**src/rtl/issue_scoreboard_hazard_check_core_macros.svh**
```systemverilog
// ----------------------------------------------------------------------------
// Assertion macros for the issue scoreboard
// Clocked assertion wrappers that compile to nothing in synthesis.
// ----------------------------------------------------------------------------
`ifndef ISSUE_SCOREBOARD_HAZARD_CHECK_CORE_MACROS_SVH
`define ISSUE_SCOREBOARD_HAZARD_CHECK_CORE_MACROS_SVH

`ifndef SYNTHESIS

// check a property on every clock edge outside reset
`define ISC_ASSERT(label, prop, msg) \
   label: assert property (@(posedge clock) disable iff (reset) (prop)) else $error(msg);

// check a property on every clock edge, reset included
`define ISC_ASSERT_RST(label, prop, msg) \
   label: assert property (@(posedge clock) (prop)) else $error(msg);

`else

`define ISC_ASSERT(label, prop, msg)
`define ISC_ASSERT_RST(label, prop, msg)

`endif

`endif

```
**src/rtl/isc_pkg.sv**
```systemverilog
// ----------------------------------------------------------------------------
// Issue scoreboard package
// Widths, register and service codes, instruction classes and shared types.
// ----------------------------------------------------------------------------
package isc_pkg;

   // pending-write counter width and saturation value
   localparam int COUNT_WIDTH = 3;
   localparam logic [COUNT_WIDTH-1:0] COUNT_MAX = {COUNT_WIDTH{1'b1}};
   localparam logic [COUNT_WIDTH-1:0] COUNT_ZERO = '0;

   // general register file
   localparam int GPR_COUNT = 32;
   localparam int GPR_IDX_WIDTH = 5;
   localparam int SLOT_IDX_WIDTH = 6;

   // slot and register codes
   localparam logic [SLOT_IDX_WIDTH-1:0] SLOT_LO = 6'd32;
   localparam logic [SLOT_IDX_WIDTH-1:0] SLOT_HI = 6'd33;
   localparam logic [GPR_IDX_WIDTH-1:0] REG_V0 = 5'd2;
   localparam logic [GPR_IDX_WIDTH-1:0] REG_A0 = 5'd4;

   // syscall service codes
   localparam logic [31:0] SVC_PRINT_INT = 32'd1;
   localparam logic [31:0] SVC_PRINT_STR = 32'd4;
   localparam logic [31:0] SVC_READ_INT = 32'd5;
   localparam logic [31:0] SVC_READ_STR = 32'd8;
   localparam logic [31:0] SVC_SBRK = 32'd9;
   localparam logic [31:0] SVC_EXIT = 32'd10;
   localparam logic [31:0] SVC_EXIT_CODE = 32'd17;

   typedef logic [COUNT_WIDTH-1:0] count_type;

   typedef enum logic {
      KIND_ISSUE = 1'b0,
      KIND_RETIRE = 1'b1
   } kind_type;

   typedef enum logic [3:0] {
      CLS_ALU3 = 4'd0,
      CLS_MULT = 4'd1,
      CLS_NEG = 4'd2,
      CLS_LI = 4'd3,
      CLS_JUMP = 4'd4,
      CLS_BEQ = 4'd5,
      CLS_BEQZ = 4'd6,
      CLS_LA = 4'd7,
      CLS_STORE = 4'd8,
      CLS_MFHILO = 4'd9,
      CLS_NOP = 4'd10,
      CLS_SYSCALL = 4'd11
   } op_class_type;

   // scoreboard update decided for one request
   typedef struct packed {
      logic hazard;
      logic fetch_stop;
      logic count_down;
      logic gpr_en;
      logic lo_en;
      logic hi_en;
   } update_type;

   // general register whose counter a request may change
   function automatic logic [GPR_IDX_WIDTH-1:0] update_reg(
      input logic kind,
      input logic [3:0] op_class,
      input logic [GPR_IDX_WIDTH-1:0] first_reg,
      input logic [SLOT_IDX_WIDTH-1:0] retire_index
   );
      logic [GPR_IDX_WIDTH-1:0] idx;
      if (kind == KIND_RETIRE) begin
         idx = retire_index[GPR_IDX_WIDTH-1:0];
      end else if (op_class == CLS_SYSCALL) begin
         idx = REG_V0;
      end else begin
         idx = first_reg;
      end
      return idx;
   endfunction

   // saturating step of one counter
   function automatic count_type count_step(input count_type cnt, input logic down);
      count_type res;
      if (down) begin
         res = (cnt == COUNT_ZERO) ? COUNT_ZERO : cnt - 1'b1;
      end else begin
         res = (cnt == COUNT_MAX) ? COUNT_MAX : cnt + 1'b1;
      end
      return res;
   endfunction

endpackage

```
**src/rtl/isc_ram.sv**
```systemverilog
// ----------------------------------------------------------------------------
// Generic RAM
// One write port, one read port with registered read data (read-first).
// ----------------------------------------------------------------------------
module isc_ram #(
   parameter int WIDTH = 8,
   parameter int DEPTH = 32
) (
   input  logic                     clock,
   input  logic                     wr_en,
   input  logic [$clog2(DEPTH)-1:0] wr_addr,
   input  logic [WIDTH-1:0]         wr_data,
   input  logic                     rd_en,
   input  logic [$clog2(DEPTH)-1:0] rd_addr,
   output logic [WIDTH-1:0]         rd_data
);

   logic [WIDTH-1:0] mem_ff [DEPTH];
   logic [WIDTH-1:0] rd_data_ff;

   // write and registered read
   always_ff @(posedge clock) begin
      if (wr_en) begin
         mem_ff[wr_addr] <= wr_data;
      end
      if (rd_en) begin
         rd_data_ff <= mem_ff[rd_addr];
      end
   end

   assign rd_data = rd_data_ff;

endmodule

```
**src/rtl/isc_decode.sv**
```systemverilog
// ----------------------------------------------------------------------------
// Issue scoreboard decode
// Checks the sources of one request against the busy flags and picks the
// counters to change.
// ----------------------------------------------------------------------------
module isc_decode
   import isc_pkg::*;
(
   input  logic                      kind,
   input  logic [3:0]                op_class,
   input  logic [GPR_IDX_WIDTH-1:0]  first_reg,
   input  logic [GPR_IDX_WIDTH-1:0]  second_reg,
   input  logic [GPR_IDX_WIDTH-1:0]  third_reg,
   input  logic                      first_is_reg,
   input  logic                      second_is_reg,
   input  logic                      third_is_reg,
   input  logic                      second_is_offset,
   input  logic                      from_lo,
   input  logic [31:0]               service_code,
   input  logic [SLOT_IDX_WIDTH-1:0] retire_index,
   input  logic [GPR_COUNT-1:0]      gpr_busy,
   input  logic                      lo_busy,
   input  logic                      hi_busy,
   output update_type                upd
);

   logic busy1;
   logic busy2;
   logic busy3;
   logic svc_needs_a0;
   logic svc_exit;
   logic svc_reads;

   assign busy1 = gpr_busy[first_reg];
   assign busy2 = gpr_busy[second_reg];
   assign busy3 = gpr_busy[third_reg];

   // classify the syscall service
   assign svc_needs_a0 = (service_code == SVC_PRINT_INT) || (service_code == SVC_PRINT_STR) ||
                         (service_code == SVC_READ_STR) || (service_code == SVC_SBRK);
   assign svc_exit = (service_code == SVC_EXIT) || (service_code == SVC_EXIT_CODE);
   assign svc_reads = (service_code == SVC_READ_INT) || (service_code == SVC_SBRK);

   // decide hazard and counter updates
   always_comb begin
      upd = '0;
      if (kind == KIND_RETIRE) begin
         upd.count_down = 1'b1;
         upd.gpr_en = ~retire_index[SLOT_IDX_WIDTH-1];
         upd.lo_en = (retire_index == SLOT_LO);
         upd.hi_en = (retire_index == SLOT_HI);
      end else begin
         case (op_class_type'(op_class))
            CLS_ALU3: begin
               upd.hazard = busy2 || (third_is_reg && busy3);
               upd.gpr_en = ~upd.hazard;
            end
            CLS_MULT: begin
               upd.hazard = busy1 || (second_is_reg && busy2);
               upd.lo_en = ~upd.hazard;
               upd.hi_en = ~upd.hazard;
            end
            CLS_NEG: begin
               upd.hazard = busy2;
               upd.gpr_en = ~upd.hazard;
            end
            CLS_LI: begin
               upd.gpr_en = 1'b1;
            end
            CLS_JUMP: begin
               upd.hazard = first_is_reg && busy1;
            end
            CLS_BEQ: begin
               upd.hazard = busy1 || (second_is_reg && busy2);
            end
            CLS_BEQZ, CLS_STORE: begin
               upd.hazard = busy1;
            end
            CLS_LA: begin
               upd.hazard = second_is_offset && busy3;
               upd.gpr_en = ~upd.hazard;
            end
            CLS_MFHILO: begin
               upd.hazard = from_lo ? lo_busy : hi_busy;
               upd.gpr_en = ~upd.hazard;
            end
            CLS_SYSCALL: begin
               upd.hazard = gpr_busy[REG_V0] || (svc_needs_a0 && gpr_busy[REG_A0]);
               upd.fetch_stop = ~upd.hazard && svc_exit;
               upd.gpr_en = ~upd.hazard && svc_reads;
            end
            default: begin
               upd = '0;
            end
         endcase
      end
   end

endmodule

```
**src/rtl/issue_scoreboard_hazard_check_core.sv**
```systemverilog
// ----------------------------------------------------------------------------
// Issue scoreboard hazard check
// Pending-write scoreboard for 32 general registers plus lo and hi: flags
// source hazards on issue, counts destinations up and retires count down.
// ----------------------------------------------------------------------------
//  channel   direction  handshake            payload
//  req       in         req_valid/req_stall  kind, class, operands, service, retire slot
//  rsp       out        rsp_valid/rsp_stall  hazard, fetch_stop
//
// One request per cycle while rsp is not stalled; an accepted request passes
// the input register (with counter RAM read), then the result register.
// The general counters sit in a 32-entry RAM read at acceptance; the last
// write is forwarded so back-to-back requests on one register see it.
// Reset clears the busy flags and the lo/hi counters; no clearing pass.
// A stalled result holds the input register, which then stalls req.
// ----------------------------------------------------------------------------
`include "issue_scoreboard_hazard_check_core_macros.svh"

module issue_scoreboard_hazard_check_core
   import isc_pkg::*;
(
   input  logic        clock,
   input  logic        reset,
   input  logic        req_valid,
   output logic        req_stall,
   input  logic        req_kind,
   input  logic [3:0]  req_op_class,
   input  logic [4:0]  req_first_reg,
   input  logic [4:0]  req_second_reg,
   input  logic [4:0]  req_third_reg,
   input  logic        req_first_is_reg,
   input  logic        req_second_is_reg,
   input  logic        req_third_is_reg,
   input  logic        req_second_is_offset,
   input  logic        req_from_lo,
   input  logic [31:0] req_service_code,
   input  logic [5:0]  req_retire_index,
   output logic        rsp_valid,
   input  logic        rsp_stall,
   output logic        rsp_hazard,
   output logic        rsp_fetch_stop
);

   logic req_accept;
   logic advance;
   logic process;
   logic [GPR_IDX_WIDTH-1:0] rd_reg;

   // input register
   logic s1_valid_ff;
   logic s1_kind_ff;
   logic [3:0] s1_op_class_ff;
   logic [GPR_IDX_WIDTH-1:0] s1_first_reg_ff;
   logic [GPR_IDX_WIDTH-1:0] s1_second_reg_ff;
   logic [GPR_IDX_WIDTH-1:0] s1_third_reg_ff;
   logic s1_first_is_reg_ff;
   logic s1_second_is_reg_ff;
   logic s1_third_is_reg_ff;
   logic s1_second_is_offset_ff;
   logic s1_from_lo_ff;
   logic [31:0] s1_service_code_ff;
   logic [SLOT_IDX_WIDTH-1:0] s1_retire_index_ff;
   logic [GPR_IDX_WIDTH-1:0] s1_upd_reg_ff;

   // scoreboard state
   logic [GPR_COUNT-1:0] busy_ff;
   logic [GPR_COUNT-1:0] busy_in;
   count_type lo_cnt_ff;
   count_type lo_cnt_in;
   count_type hi_cnt_ff;
   count_type hi_cnt_in;
   logic fwd_valid_ff;
   logic [GPR_IDX_WIDTH-1:0] fwd_addr_ff;
   count_type fwd_data_ff;

   // result register
   logic rsp_valid_ff;
   logic rsp_valid_in;
   logic rsp_hazard_ff;
   logic rsp_fetch_stop_ff;

   count_type ram_rd_data;
   count_type gpr_raw;
   count_type gpr_cnt;
   count_type gpr_new;
   logic gpr_wr;
   update_type upd;

   // handshake
   assign advance = ~rsp_valid_ff | ~rsp_stall;
   assign process = s1_valid_ff & advance;
   assign req_stall = s1_valid_ff & ~advance;
   assign req_accept = req_valid & ~req_stall;
   assign rd_reg = update_reg(req_kind, req_op_class, req_first_reg, req_retire_index);

   // capture request and the register it may update; hold a stalled one
   always_ff @(posedge clock) begin
      if (reset) begin
         s1_valid_ff <= 1'b0;
      end else begin
         s1_valid_ff <= req_accept | req_stall;
      end
      if (req_accept) begin
         s1_kind_ff <= req_kind;
         s1_op_class_ff <= req_op_class;
         s1_first_reg_ff <= req_first_reg;
         s1_second_reg_ff <= req_second_reg;
         s1_third_reg_ff <= req_third_reg;
         s1_first_is_reg_ff <= req_first_is_reg;
         s1_second_is_reg_ff <= req_second_is_reg;
         s1_third_is_reg_ff <= req_third_is_reg;
         s1_second_is_offset_ff <= req_second_is_offset;
         s1_from_lo_ff <= req_from_lo;
         s1_service_code_ff <= req_service_code;
         s1_retire_index_ff <= req_retire_index;
         s1_upd_reg_ff <= rd_reg;
      end
   end

   isc_ram #(
      .WIDTH (COUNT_WIDTH),
      .DEPTH (GPR_COUNT)
   ) u_count_ram (
      .clock   (clock),
      .wr_en   (gpr_wr),
      .wr_addr (s1_upd_reg_ff),
      .wr_data (gpr_new),
      .rd_en   (req_accept),
      .rd_addr (rd_reg),
      .rd_data (ram_rd_data)
   );

   isc_decode u_decode (
      .kind             (s1_kind_ff),
      .op_class         (s1_op_class_ff),
      .first_reg        (s1_first_reg_ff),
      .second_reg       (s1_second_reg_ff),
      .third_reg        (s1_third_reg_ff),
      .first_is_reg     (s1_first_is_reg_ff),
      .second_is_reg    (s1_second_is_reg_ff),
      .third_is_reg     (s1_third_is_reg_ff),
      .second_is_offset (s1_second_is_offset_ff),
      .from_lo          (s1_from_lo_ff),
      .service_code     (s1_service_code_ff),
      .retire_index     (s1_retire_index_ff),
      .gpr_busy         (busy_ff),
      .lo_busy          (lo_cnt_ff != COUNT_ZERO),
      .hi_busy          (hi_cnt_ff != COUNT_ZERO),
      .upd              (upd)
   );

   // forward the last write; an idle register reads as zero
   assign gpr_raw = (fwd_valid_ff && (fwd_addr_ff == s1_upd_reg_ff)) ? fwd_data_ff : ram_rd_data;
   assign gpr_cnt = busy_ff[s1_upd_reg_ff] ? gpr_raw : COUNT_ZERO;
   assign gpr_new = count_step(gpr_cnt, upd.count_down);
   assign gpr_wr = process & upd.gpr_en;

   // next scoreboard state
   always_comb begin
      busy_in = busy_ff;
      lo_cnt_in = lo_cnt_ff;
      hi_cnt_in = hi_cnt_ff;
      if (gpr_wr) begin
         busy_in[s1_upd_reg_ff] = (gpr_new != COUNT_ZERO);
      end
      if (process && upd.lo_en) begin
         lo_cnt_in = count_step(lo_cnt_ff, upd.count_down);
      end
      if (process && upd.hi_en) begin
         hi_cnt_in = count_step(hi_cnt_ff, upd.count_down);
      end
   end

   always_ff @(posedge clock) begin
      if (reset) begin
         busy_ff <= '0;
         lo_cnt_ff <= COUNT_ZERO;
         hi_cnt_ff <= COUNT_ZERO;
         fwd_valid_ff <= 1'b0;
      end else begin
         busy_ff <= busy_in;
         lo_cnt_ff <= lo_cnt_in;
         hi_cnt_ff <= hi_cnt_in;
         if (gpr_wr) begin
            fwd_valid_ff <= 1'b1;
         end
      end
      if (gpr_wr) begin
         fwd_addr_ff <= s1_upd_reg_ff;
         fwd_data_ff <= gpr_new;
      end
   end

   // result register
   assign rsp_valid_in = advance ? s1_valid_ff : rsp_valid_ff;

   always_ff @(posedge clock) begin
      if (reset) begin
         rsp_valid_ff <= 1'b0;
      end else begin
         rsp_valid_ff <= rsp_valid_in;
      end
      if (process) begin
         rsp_hazard_ff <= upd.hazard;
         rsp_fetch_stop_ff <= upd.fetch_stop;
      end
   end

   assign rsp_valid = rsp_valid_ff;
   assign rsp_hazard = rsp_hazard_ff;
   assign rsp_fetch_stop = rsp_fetch_stop_ff;

   // a hazard never stops fetch
   `ISC_ASSERT(a_hazard_no_stop, rsp_valid_ff |-> !(rsp_hazard_ff && rsp_fetch_stop_ff), "hazard with fetch stop")
   // a hazard leaves every counter untouched
   `ISC_ASSERT(a_hazard_holds, (process && upd.hazard) |=> ($stable(busy_ff) && $stable(lo_cnt_ff) && $stable(hi_cnt_ff)), "hazard changed the scoreboard")
   // a retire reports neither hazard nor fetch stop
   `ISC_ASSERT(a_retire_quiet, (process && s1_kind_ff) |=> (!rsp_hazard_ff && !rsp_fetch_stop_ff), "retire reported a hazard")
   // reset empties both pipeline stages and the scoreboard
   `ISC_ASSERT_RST(a_reset_clear, reset |=> (!s1_valid_ff && !rsp_valid_ff && (busy_ff == '0)), "state left after reset")

endmodule
```
**config.mk**
```make
export PLATFORM = sky130hd
export DESIGN_NAME = issue_scoreboard_hazard_check_core
export DESIGN_NICKNAME = d
export VERILOG_FILES = /design/src/rtl/isc_pkg.sv /design/src/rtl/isc_ram.sv /design/src/rtl/isc_decode.sv /design/src/rtl/issue_scoreboard_hazard_check_core.sv
export VERILOG_INCLUDE_DIRS = /design/src /design/src/rtl
export SDC_FILE = /design/constraint.sdc
export NUM_CORES = 1
export LEC_CHECK = 0
export ABC_AREA = 1
export BUFFER_PORTS_ARGS = -buffer_cell sky130_fd_sc_hd__buf_2
export CORE_ASPECT_RATIO = 0.5
export CORE_MARGIN = 2
export CORE_UTILIZATION = 62
export CTS_BUF_LIST = sky130_fd_sc_hd__clkbuf_8
export DETAILED_ROUTE_END_ITERATION = 8
export HOLD_SLACK_MARGIN = 0.1
export PLACE_DENSITY = 0.89
export RECOVER_POWER = 100
export SYNTH_ARGS = -nofsm -noshare
export SYNTH_HDL_FRONTEND = slang
export SYNTH_SLANG_ARGS = --single-unit
```
**constraint.sdc**
```tcl
create_clock -name clock -period 3.63 [get_ports clock]
set_input_delay 0.5445 -clock clock [delete_from_list [all_inputs] [get_ports clock]]
set_output_delay 0.5445 -clock clock [all_outputs]
set_load 0.05 [all_outputs]
```
==> results of run 1 <==
## worst paths after layout
path	endpoint	slack [ps]	cells past startpoint
worst max register to register	u_count_ram.mem_ff[24][1]$_DFFE_PP_	330	15
worst min register to register	lo_cnt_ff[2]$_SDFFE_PP0P_	540	2
worst max-delay path	u_count_ram.rd_data[1]$_DFFE_PP_	310	11
worst min-delay path	s1_service_code_ff[4]$_DFFE_PP_	160	1
## sequential cells by signal, summed over array words and instances (netlist names), 4 cells and up
signal and count:
u_count_ram.mem_ff 96, busy_ff 32, s1_op_class_ff 4, s1_first_reg_ff 5
s1_third_reg_ff 5, s1_service_code_ff 32, s1_second_reg_ff 5, fwd_addr_ff 5
s1_upd_reg_ff 5, s1_retire_index_ff 6
## cell families (layout without fill, tap and decap cells)
logic type               after synthesis  count (layout)  synth area share [%]
AND/OR/NAND/NOR                      628             628                  24.4
flip-flops                           218             218                  57.9
buffers and inverters                183             277                  6.86
AO/OA/AOI/OAI                        164             164                  9.45
adder cells (fa/ha/maj)               11              11                  1.30
XOR/XNOR                               1               1                0.0827
## report_power, final
group / leakage (nW) / internal [mW] / switching [mW]
Sequential: 1.99 / 2.87 / 0.0437
Clock: 0.352 / 0.908 / 0.907
Combinational: 2.72 / 0.178 / 0.482
Total: 5.06 / 3.95 / 1.43
## layer usage
| metal | GRT usage, % | part of all wire [%] | up-vias |
|---|---|---|---|
| met4 | 7.03 | 1.5 | 0 |
| met5 | 0 | 0 | - |
| met1 | 38.1 | 41 | 4073 |
| met3 | 4.95 | 12 | 42 |
| met2 | 47.6 | 46 | 527 |
| li1 | - | - | 4167 |
## layout make-up
cell class	instances	share of cell area (%)
Clock buffer	33	3.89
Clock inverter	23	1.04
Inverter	136	4.37
Multi-Input combinational cell	804	32.1
Sequential cell	218	52.5
Tap cell	227	2.43
Timing Repair Buffer	85	3.60
## cells in the final DEF (no fill, tap or decap), drive strengths merged, types with 3 or more instances in the layout
| cell type | n |
|---|---|
| nand2 | 263 |
| nor2 | 225 |
| edfxtp | 177 |
| inv | 150 |
| nand3 | 116 |
| buf | 63 |
| o21ai | 55 |
| clkbuf | 55 |
| a21oi | 46 |
| dfxtp | 41 |
| o21bai | 21 |
| o311ai | 21 |
| nand4 | 11 |
| ha | 11 |
| clkinv | 8 |
| o211ai | 7 |
| nor3 | 5 |
| or2 | 5 |
| a31oi | 4 |
| and2 | 3 |
## worst max-delay path, delay by kind of cell
| kind | cells | cell delay [ps] |
|---|---|---|
| buffers and inverters | 2 | 1500 |
| AOI/OAI and AO/OA | 4 | 940 |
| and+or+nand+nor | 5 | 730 |
## per-stage QoR
stage	instances	util (%)
2_1_floorplan	1205	-
3_3_place_gp	1470	67.3
3_5_place_dp	1470	67.3
4_1_cts	1526	70.8
5_1_grt	1526	70.5
6_report	1526	70.5
==> impl_metrics.env, run 1 <==
export IMPL_syn2layout_area_growth_pct=10.3
export IMPL_tightest_slew_ps=1910
export IMPL_insertion_delay_ps=570
export IMPL_dr_pass1_iters=7
export IMPL_min_period_over_period_pct=91.4
export IMPL_path_clk_slew_ps=70
export IMPL_dp_hpwl_um=17700
export IMPL_failed_checks="max-capacitance violations, max-slew violations"
export IMPL_timing_hold_ws_ps=161
export IMPL_place_port_buffers=70
export IMPL_drtIter0Drc=1227
export IMPL_post_cts_buffers=0
export IMPL_critPathMaxFanout=47
export IMPL_overflow=0
export IMPL_wl_um=25300
export IMPL_place_congestion=0.968
export IMPL_design_area_sq_um=11700
export IMPL_post_place_ws_ps=314
export IMPL_num_vias=8809
export IMPL_syn_inst=1205
export IMPL_crit_arrival_ps=3760
export IMPL_cts_hold_buffers=0
export IMPL_die_w_um=189
export IMPL_slowest_stage="clkbuf_1"
export IMPL_die_y_um=96.4
export IMPL_antenna_found_initial=0
export IMPL_yosysMostFrequentCell="nand2_1"
export IMPL_drive_above_1_share_pct=9.31
export IMPL_p_leak_nw=5.06
export IMPL_hp_start="req_service_code[4]"
export IMPL_ff_latch_area_sq_um=6140
export IMPL_critical_path_max_stage_delay_ps=1380
export IMPL_async_flop_share_pct=0
export IMPL_cts_buffer_depth=3
export IMPL_finalSetupViolCount=0
export IMPL_initial_core_util_pct=64.0
export IMPL_ys_seq_area_share_pct=57.9
export IMPL_yosys_warnings=0
export IMPL_synthTopCellsByCount="nand2_1, nor2_1, edfxtp_1"
export IMPL_ir_drop_v=0.000300
export IMPL_routedWlPerCell_um=16.6
export IMPL_rr_startpoint="s1_upd_reg_ff[0]$_DFFE_PP_"
export IMPL_nNetsFinal=1353
export IMPL_cts_buffers=30
export IMPL_total_power_mw=5.38
export IMPL_start_kind="input pin"
export IMPL_syn_area_sq_um=10600
export IMPL_fillCellCount=1160
export IMPL_yosys_register_bits=218
export IMPL_hold_class="in2reg"
export IMPL_row_count=33
export IMPL_core_sq_um=16600
export IMPL_post_synth_top_area_fraction_pct=50.2
export IMPL_crit_type="in2reg"
export IMPL_grtUsageTotal_pct=27.9
export IMPL_htreeDepth=1
export IMPL_grt_max_degree=49
export IMPL_fin_crit_ps=3320
export IMPL_max_clock_freq_mhz=301
export IMPL_cp_end_kind="flop"
export IMPL_critPathRequiredTime_ps=4070
export IMPL_synth_edf_count=177
export IMPL_grt_pass1_wl_um=39600
export IMPL_worstSetupStartpoint="req_op_class[3]"
export IMPL_syn_num_nets=1283
export IMPL_cts_tree="done"
export IMPL_ys_types=35
export IMPL_rsz0062_at_grt="no"
export IMPL_via_per_inst=5.77
export IMPL_cts_sinks=218
export IMPL_ctsResizeCount=0
export IMPL_cts_root_buf="clkbuf_8"
export IMPL_drcViolationCount=0
export IMPL_antennaDiodeCount=0
export IMPL_drv_slew=48
export IMPL_path_common_cell="nand2_1"
export IMPL_crit_chain="clkbuf_1 -> nand4_1 -> a31oi_2 -> clkbuf_1 -> o21ai_0 -> o21bai_1 -> o311ai_0 -> nand3_1 -> nand2_1 -> nand2_1 -> nand2_1"
export IMPL_drv_cap=2
export IMPL_synth_ff_type="edfxtp_1"
export IMPL_yosys_top_cells_area="edfxtp_1, nand2_1, nor2_1"
export IMPL_placed_area_sq_um=11100
export IMPL_hold_viol=0
export IMPL_ant_nets=0
export IMPL_io_pins=71
export IMPL_synth_avg_cell_area_sq_um=8.79
export IMPL_finalSetupTns_ps=0
export IMPL_yosysTopAreaCell="edfxtp_1"
export IMPL_skew_ps=24.0
export IMPL_status="complete, but fails checks"
export IMPL_fin_ws_ps=310
export IMPL_powerDensity_nw_per_um2=461
export IMPL_die_area_sq_um=18200
export IMPL_maxSlewHeadroom_pct=-27.1
export IMPL_grt_pass1_vias=8047
export IMPL_multi_input_area_sq_um=3750
No activity file was read; power rests on OpenSTA's default activity.
==> run 2, diff against run 1 <==
- CTS_CLUSTER_DIAMETER: default -> 40
- PLACE_DENSITY: 0.89 -> 0.9
==> impl_metrics.env, run 2 (synthesis results as in run 1) <==
export IMPL_die_y_um=96.4
export IMPL_hold_class="in2reg"
export IMPL_status="complete, but fails checks"
export IMPL_hold_viol=0
export IMPL_start_kind="flop"
export IMPL_regMostFlops="u_count_ram.mem_ff"
export IMPL_grt_pass1_vias=8153
export IMPL_final_common_cell="nand2_1"
export IMPL_drive_above_1_share_pct=9.71
export IMPL_largest_register_ffs=96
export IMPL_die_w_um=189
export IMPL_crit_arrival_ps=3450
export IMPL_skew_ps=20.9
export IMPL_dr_pass1_iters=5
export IMPL_insertion_delay_ps=560
export IMPL_io_pins=71
export IMPL_cts_buffers=30
export IMPL_overflow=0
export IMPL_initial_core_util_pct=64.0
export IMPL_grt_max_degree=64
export IMPL_critPathRequiredTime_ps=3770
export IMPL_cts_buffer_depth=3
export IMPL_cts_tree="done"
export IMPL_die_area_sq_um=18200
export IMPL_powerDensity_nw_per_um2=455
export IMPL_ir_drop_v=0.000331
export IMPL_total_power_mw=5.30
export IMPL_grt_pass1_wl_um=40800
export IMPL_tightest_slew_ps=1890
export IMPL_nNetsFinal=1351
export IMPL_row_count=33
export IMPL_reg_largest_list="u_count_ram.mem_ff x96, busy_ff x32, s1_service_code_ff x32"
export IMPL_antenna_found_initial=0
export IMPL_finalSetupTns_ps=0
export IMPL_fin_crit_ps=3310
export IMPL_routedWlPerCell_um=17.1
export IMPL_fillCellCount=1158
export IMPL_ant_nets=0
export IMPL_place_congestion=0.981
export IMPL_drcViolationCount=0
export IMPL_drv_slew=48
export IMPL_syn2layout_area_growth_pct=9.86
export IMPL_rrSetupSlack_ps=320
export IMPL_place_port_buffers=70
export IMPL_cts_root_buf="clkbuf_8"
export IMPL_cp_end_kind="flop"
export IMPL_layout_common_cells="nand2_1, nor2_1, edfxtp_1"
export IMPL_drtIter0Drc=1198
export IMPL_path_clk_slew_ps=70
export IMPL_antennaDiodeCount=0
export IMPL_htreeDepth=1
export IMPL_failed_checks="max-capacitance violations, max-slew violations"
export IMPL_drv_cap=1
export IMPL_p_leak_nw=5.00
export IMPL_critPathMaxFanout=33
export IMPL_max_clock_freq_mhz=302
export IMPL_cts_hold_buffers=0
export IMPL_via_per_inst=5.80
export IMPL_cts_sinks=218
export IMPL_maxSlewHeadroom_pct=-25.9
export IMPL_num_vias=8832
export IMPL_finalSetupViolCount=0
export IMPL_rsz0062_at_grt="no"
export IMPL_grtUsageTotal_pct=28.9
export IMPL_wl_um=26000
export IMPL_min_period_over_period_pct=91.3
export IMPL_crit_type="reg2reg"
export IMPL_dp_hpwl_um=18000
export IMPL_core_sq_um=16600
==> run 2: changes by cell type in the layout (fill, tap and decap cells not counted), moves of 3 or more <==
cell,before,now
inv_1,145,135
clkinv_2,3,8
clkinv_1,5,9
clkbuf_2,2,5
clkinvlp_4,0,3
==> run 2: metal layers <==
layer	share of wire, %	routed length (um)	global-route usage, %
met5	0	0	0
met4	2.0	517	8.40
met3	11	2880	5.24
met2	47	12100	48.2
met1	40	10500	39.6
==> run 2: layout make-up <==
class | count | area (sq um) | area share (%)
Clock inverter | 25 | 120 | 1.03
Clock buffer | 31 | 427 | 3.67
Timing Repair Buffer | 83 | 407 | 3.49
Tap cell | 227 | 284 | 2.44
Sequential cell | 218 | 6140 | 52.7
Multi-Input combinational cell | 804 | 3750 | 32.2
Inverter | 136 | 510 | 4.39
==> run 2: worst paths after layout <==
path	startpoint	end	cells after the start
setup reg to reg	s1_upd_reg_ff[1]$_DFFE_PP_	u_count_ram.mem_ff[20][1]$_DFFE_PP_	16
hold / removal	req_service_code[24]	s1_service_code_ff[24]$_DFFE_PP_	1
hold reg to reg	fwd_valid_ff$_SDFFE_PP0P_	fwd_valid_ff$_SDFFE_PP0P_	2
setup / recovery	s1_upd_reg_ff[1]$_DFFE_PP_	u_count_ram.mem_ff[20][1]$_DFFE_PP_	16
==> run 2: worst max-delay path, stage by stage, from the launching register on <==
cell and delay [ps]:
edfxtp_1 480, inv_2 110, nand2_2 250, nor2_1 70, nor2_1 130, nand2_1 60
nand2_1 70, nand2_1 60, nor2_2 140, nand2_1 120, a21oi_1 200, inv_1 90
ha_1 210, or2_2 300, nand3_1 90, nand2_1 90, clkbuf_2 420
==> run 2: timing repair <==
action	4_1_cts	5_1_grt
resized for setup	0	1
setup buffers	0	0
setup endpoints to repair	0	32
==> run 2: report_power, final <==
part | total [mW] | internal [mW] | switching (mW)
clock | 1.73 | 0.807 | 0.925
combinational | 0.654 | 0.176 | 0.479
sequential | 2.91 | 2.87 | 0.0466
total | 5.30 | 3.85 | 1.45
==> run 2: per-stage QoR <==
step	util [%]	area, sq um	instances	hold WS, ps	setup slack [ps]
2_1_floorplan	-	10600	1205	441	450
3_3_place_gp	67.2	11100	1468	486	534
3_5_place_dp	67.2	11100	1468	488	338
4_1_cts	70.5	11700	1524	159	296
5_1_grt	70.3	11600	1524	161	26.5
6_report	70.3	11600	1524	171	316
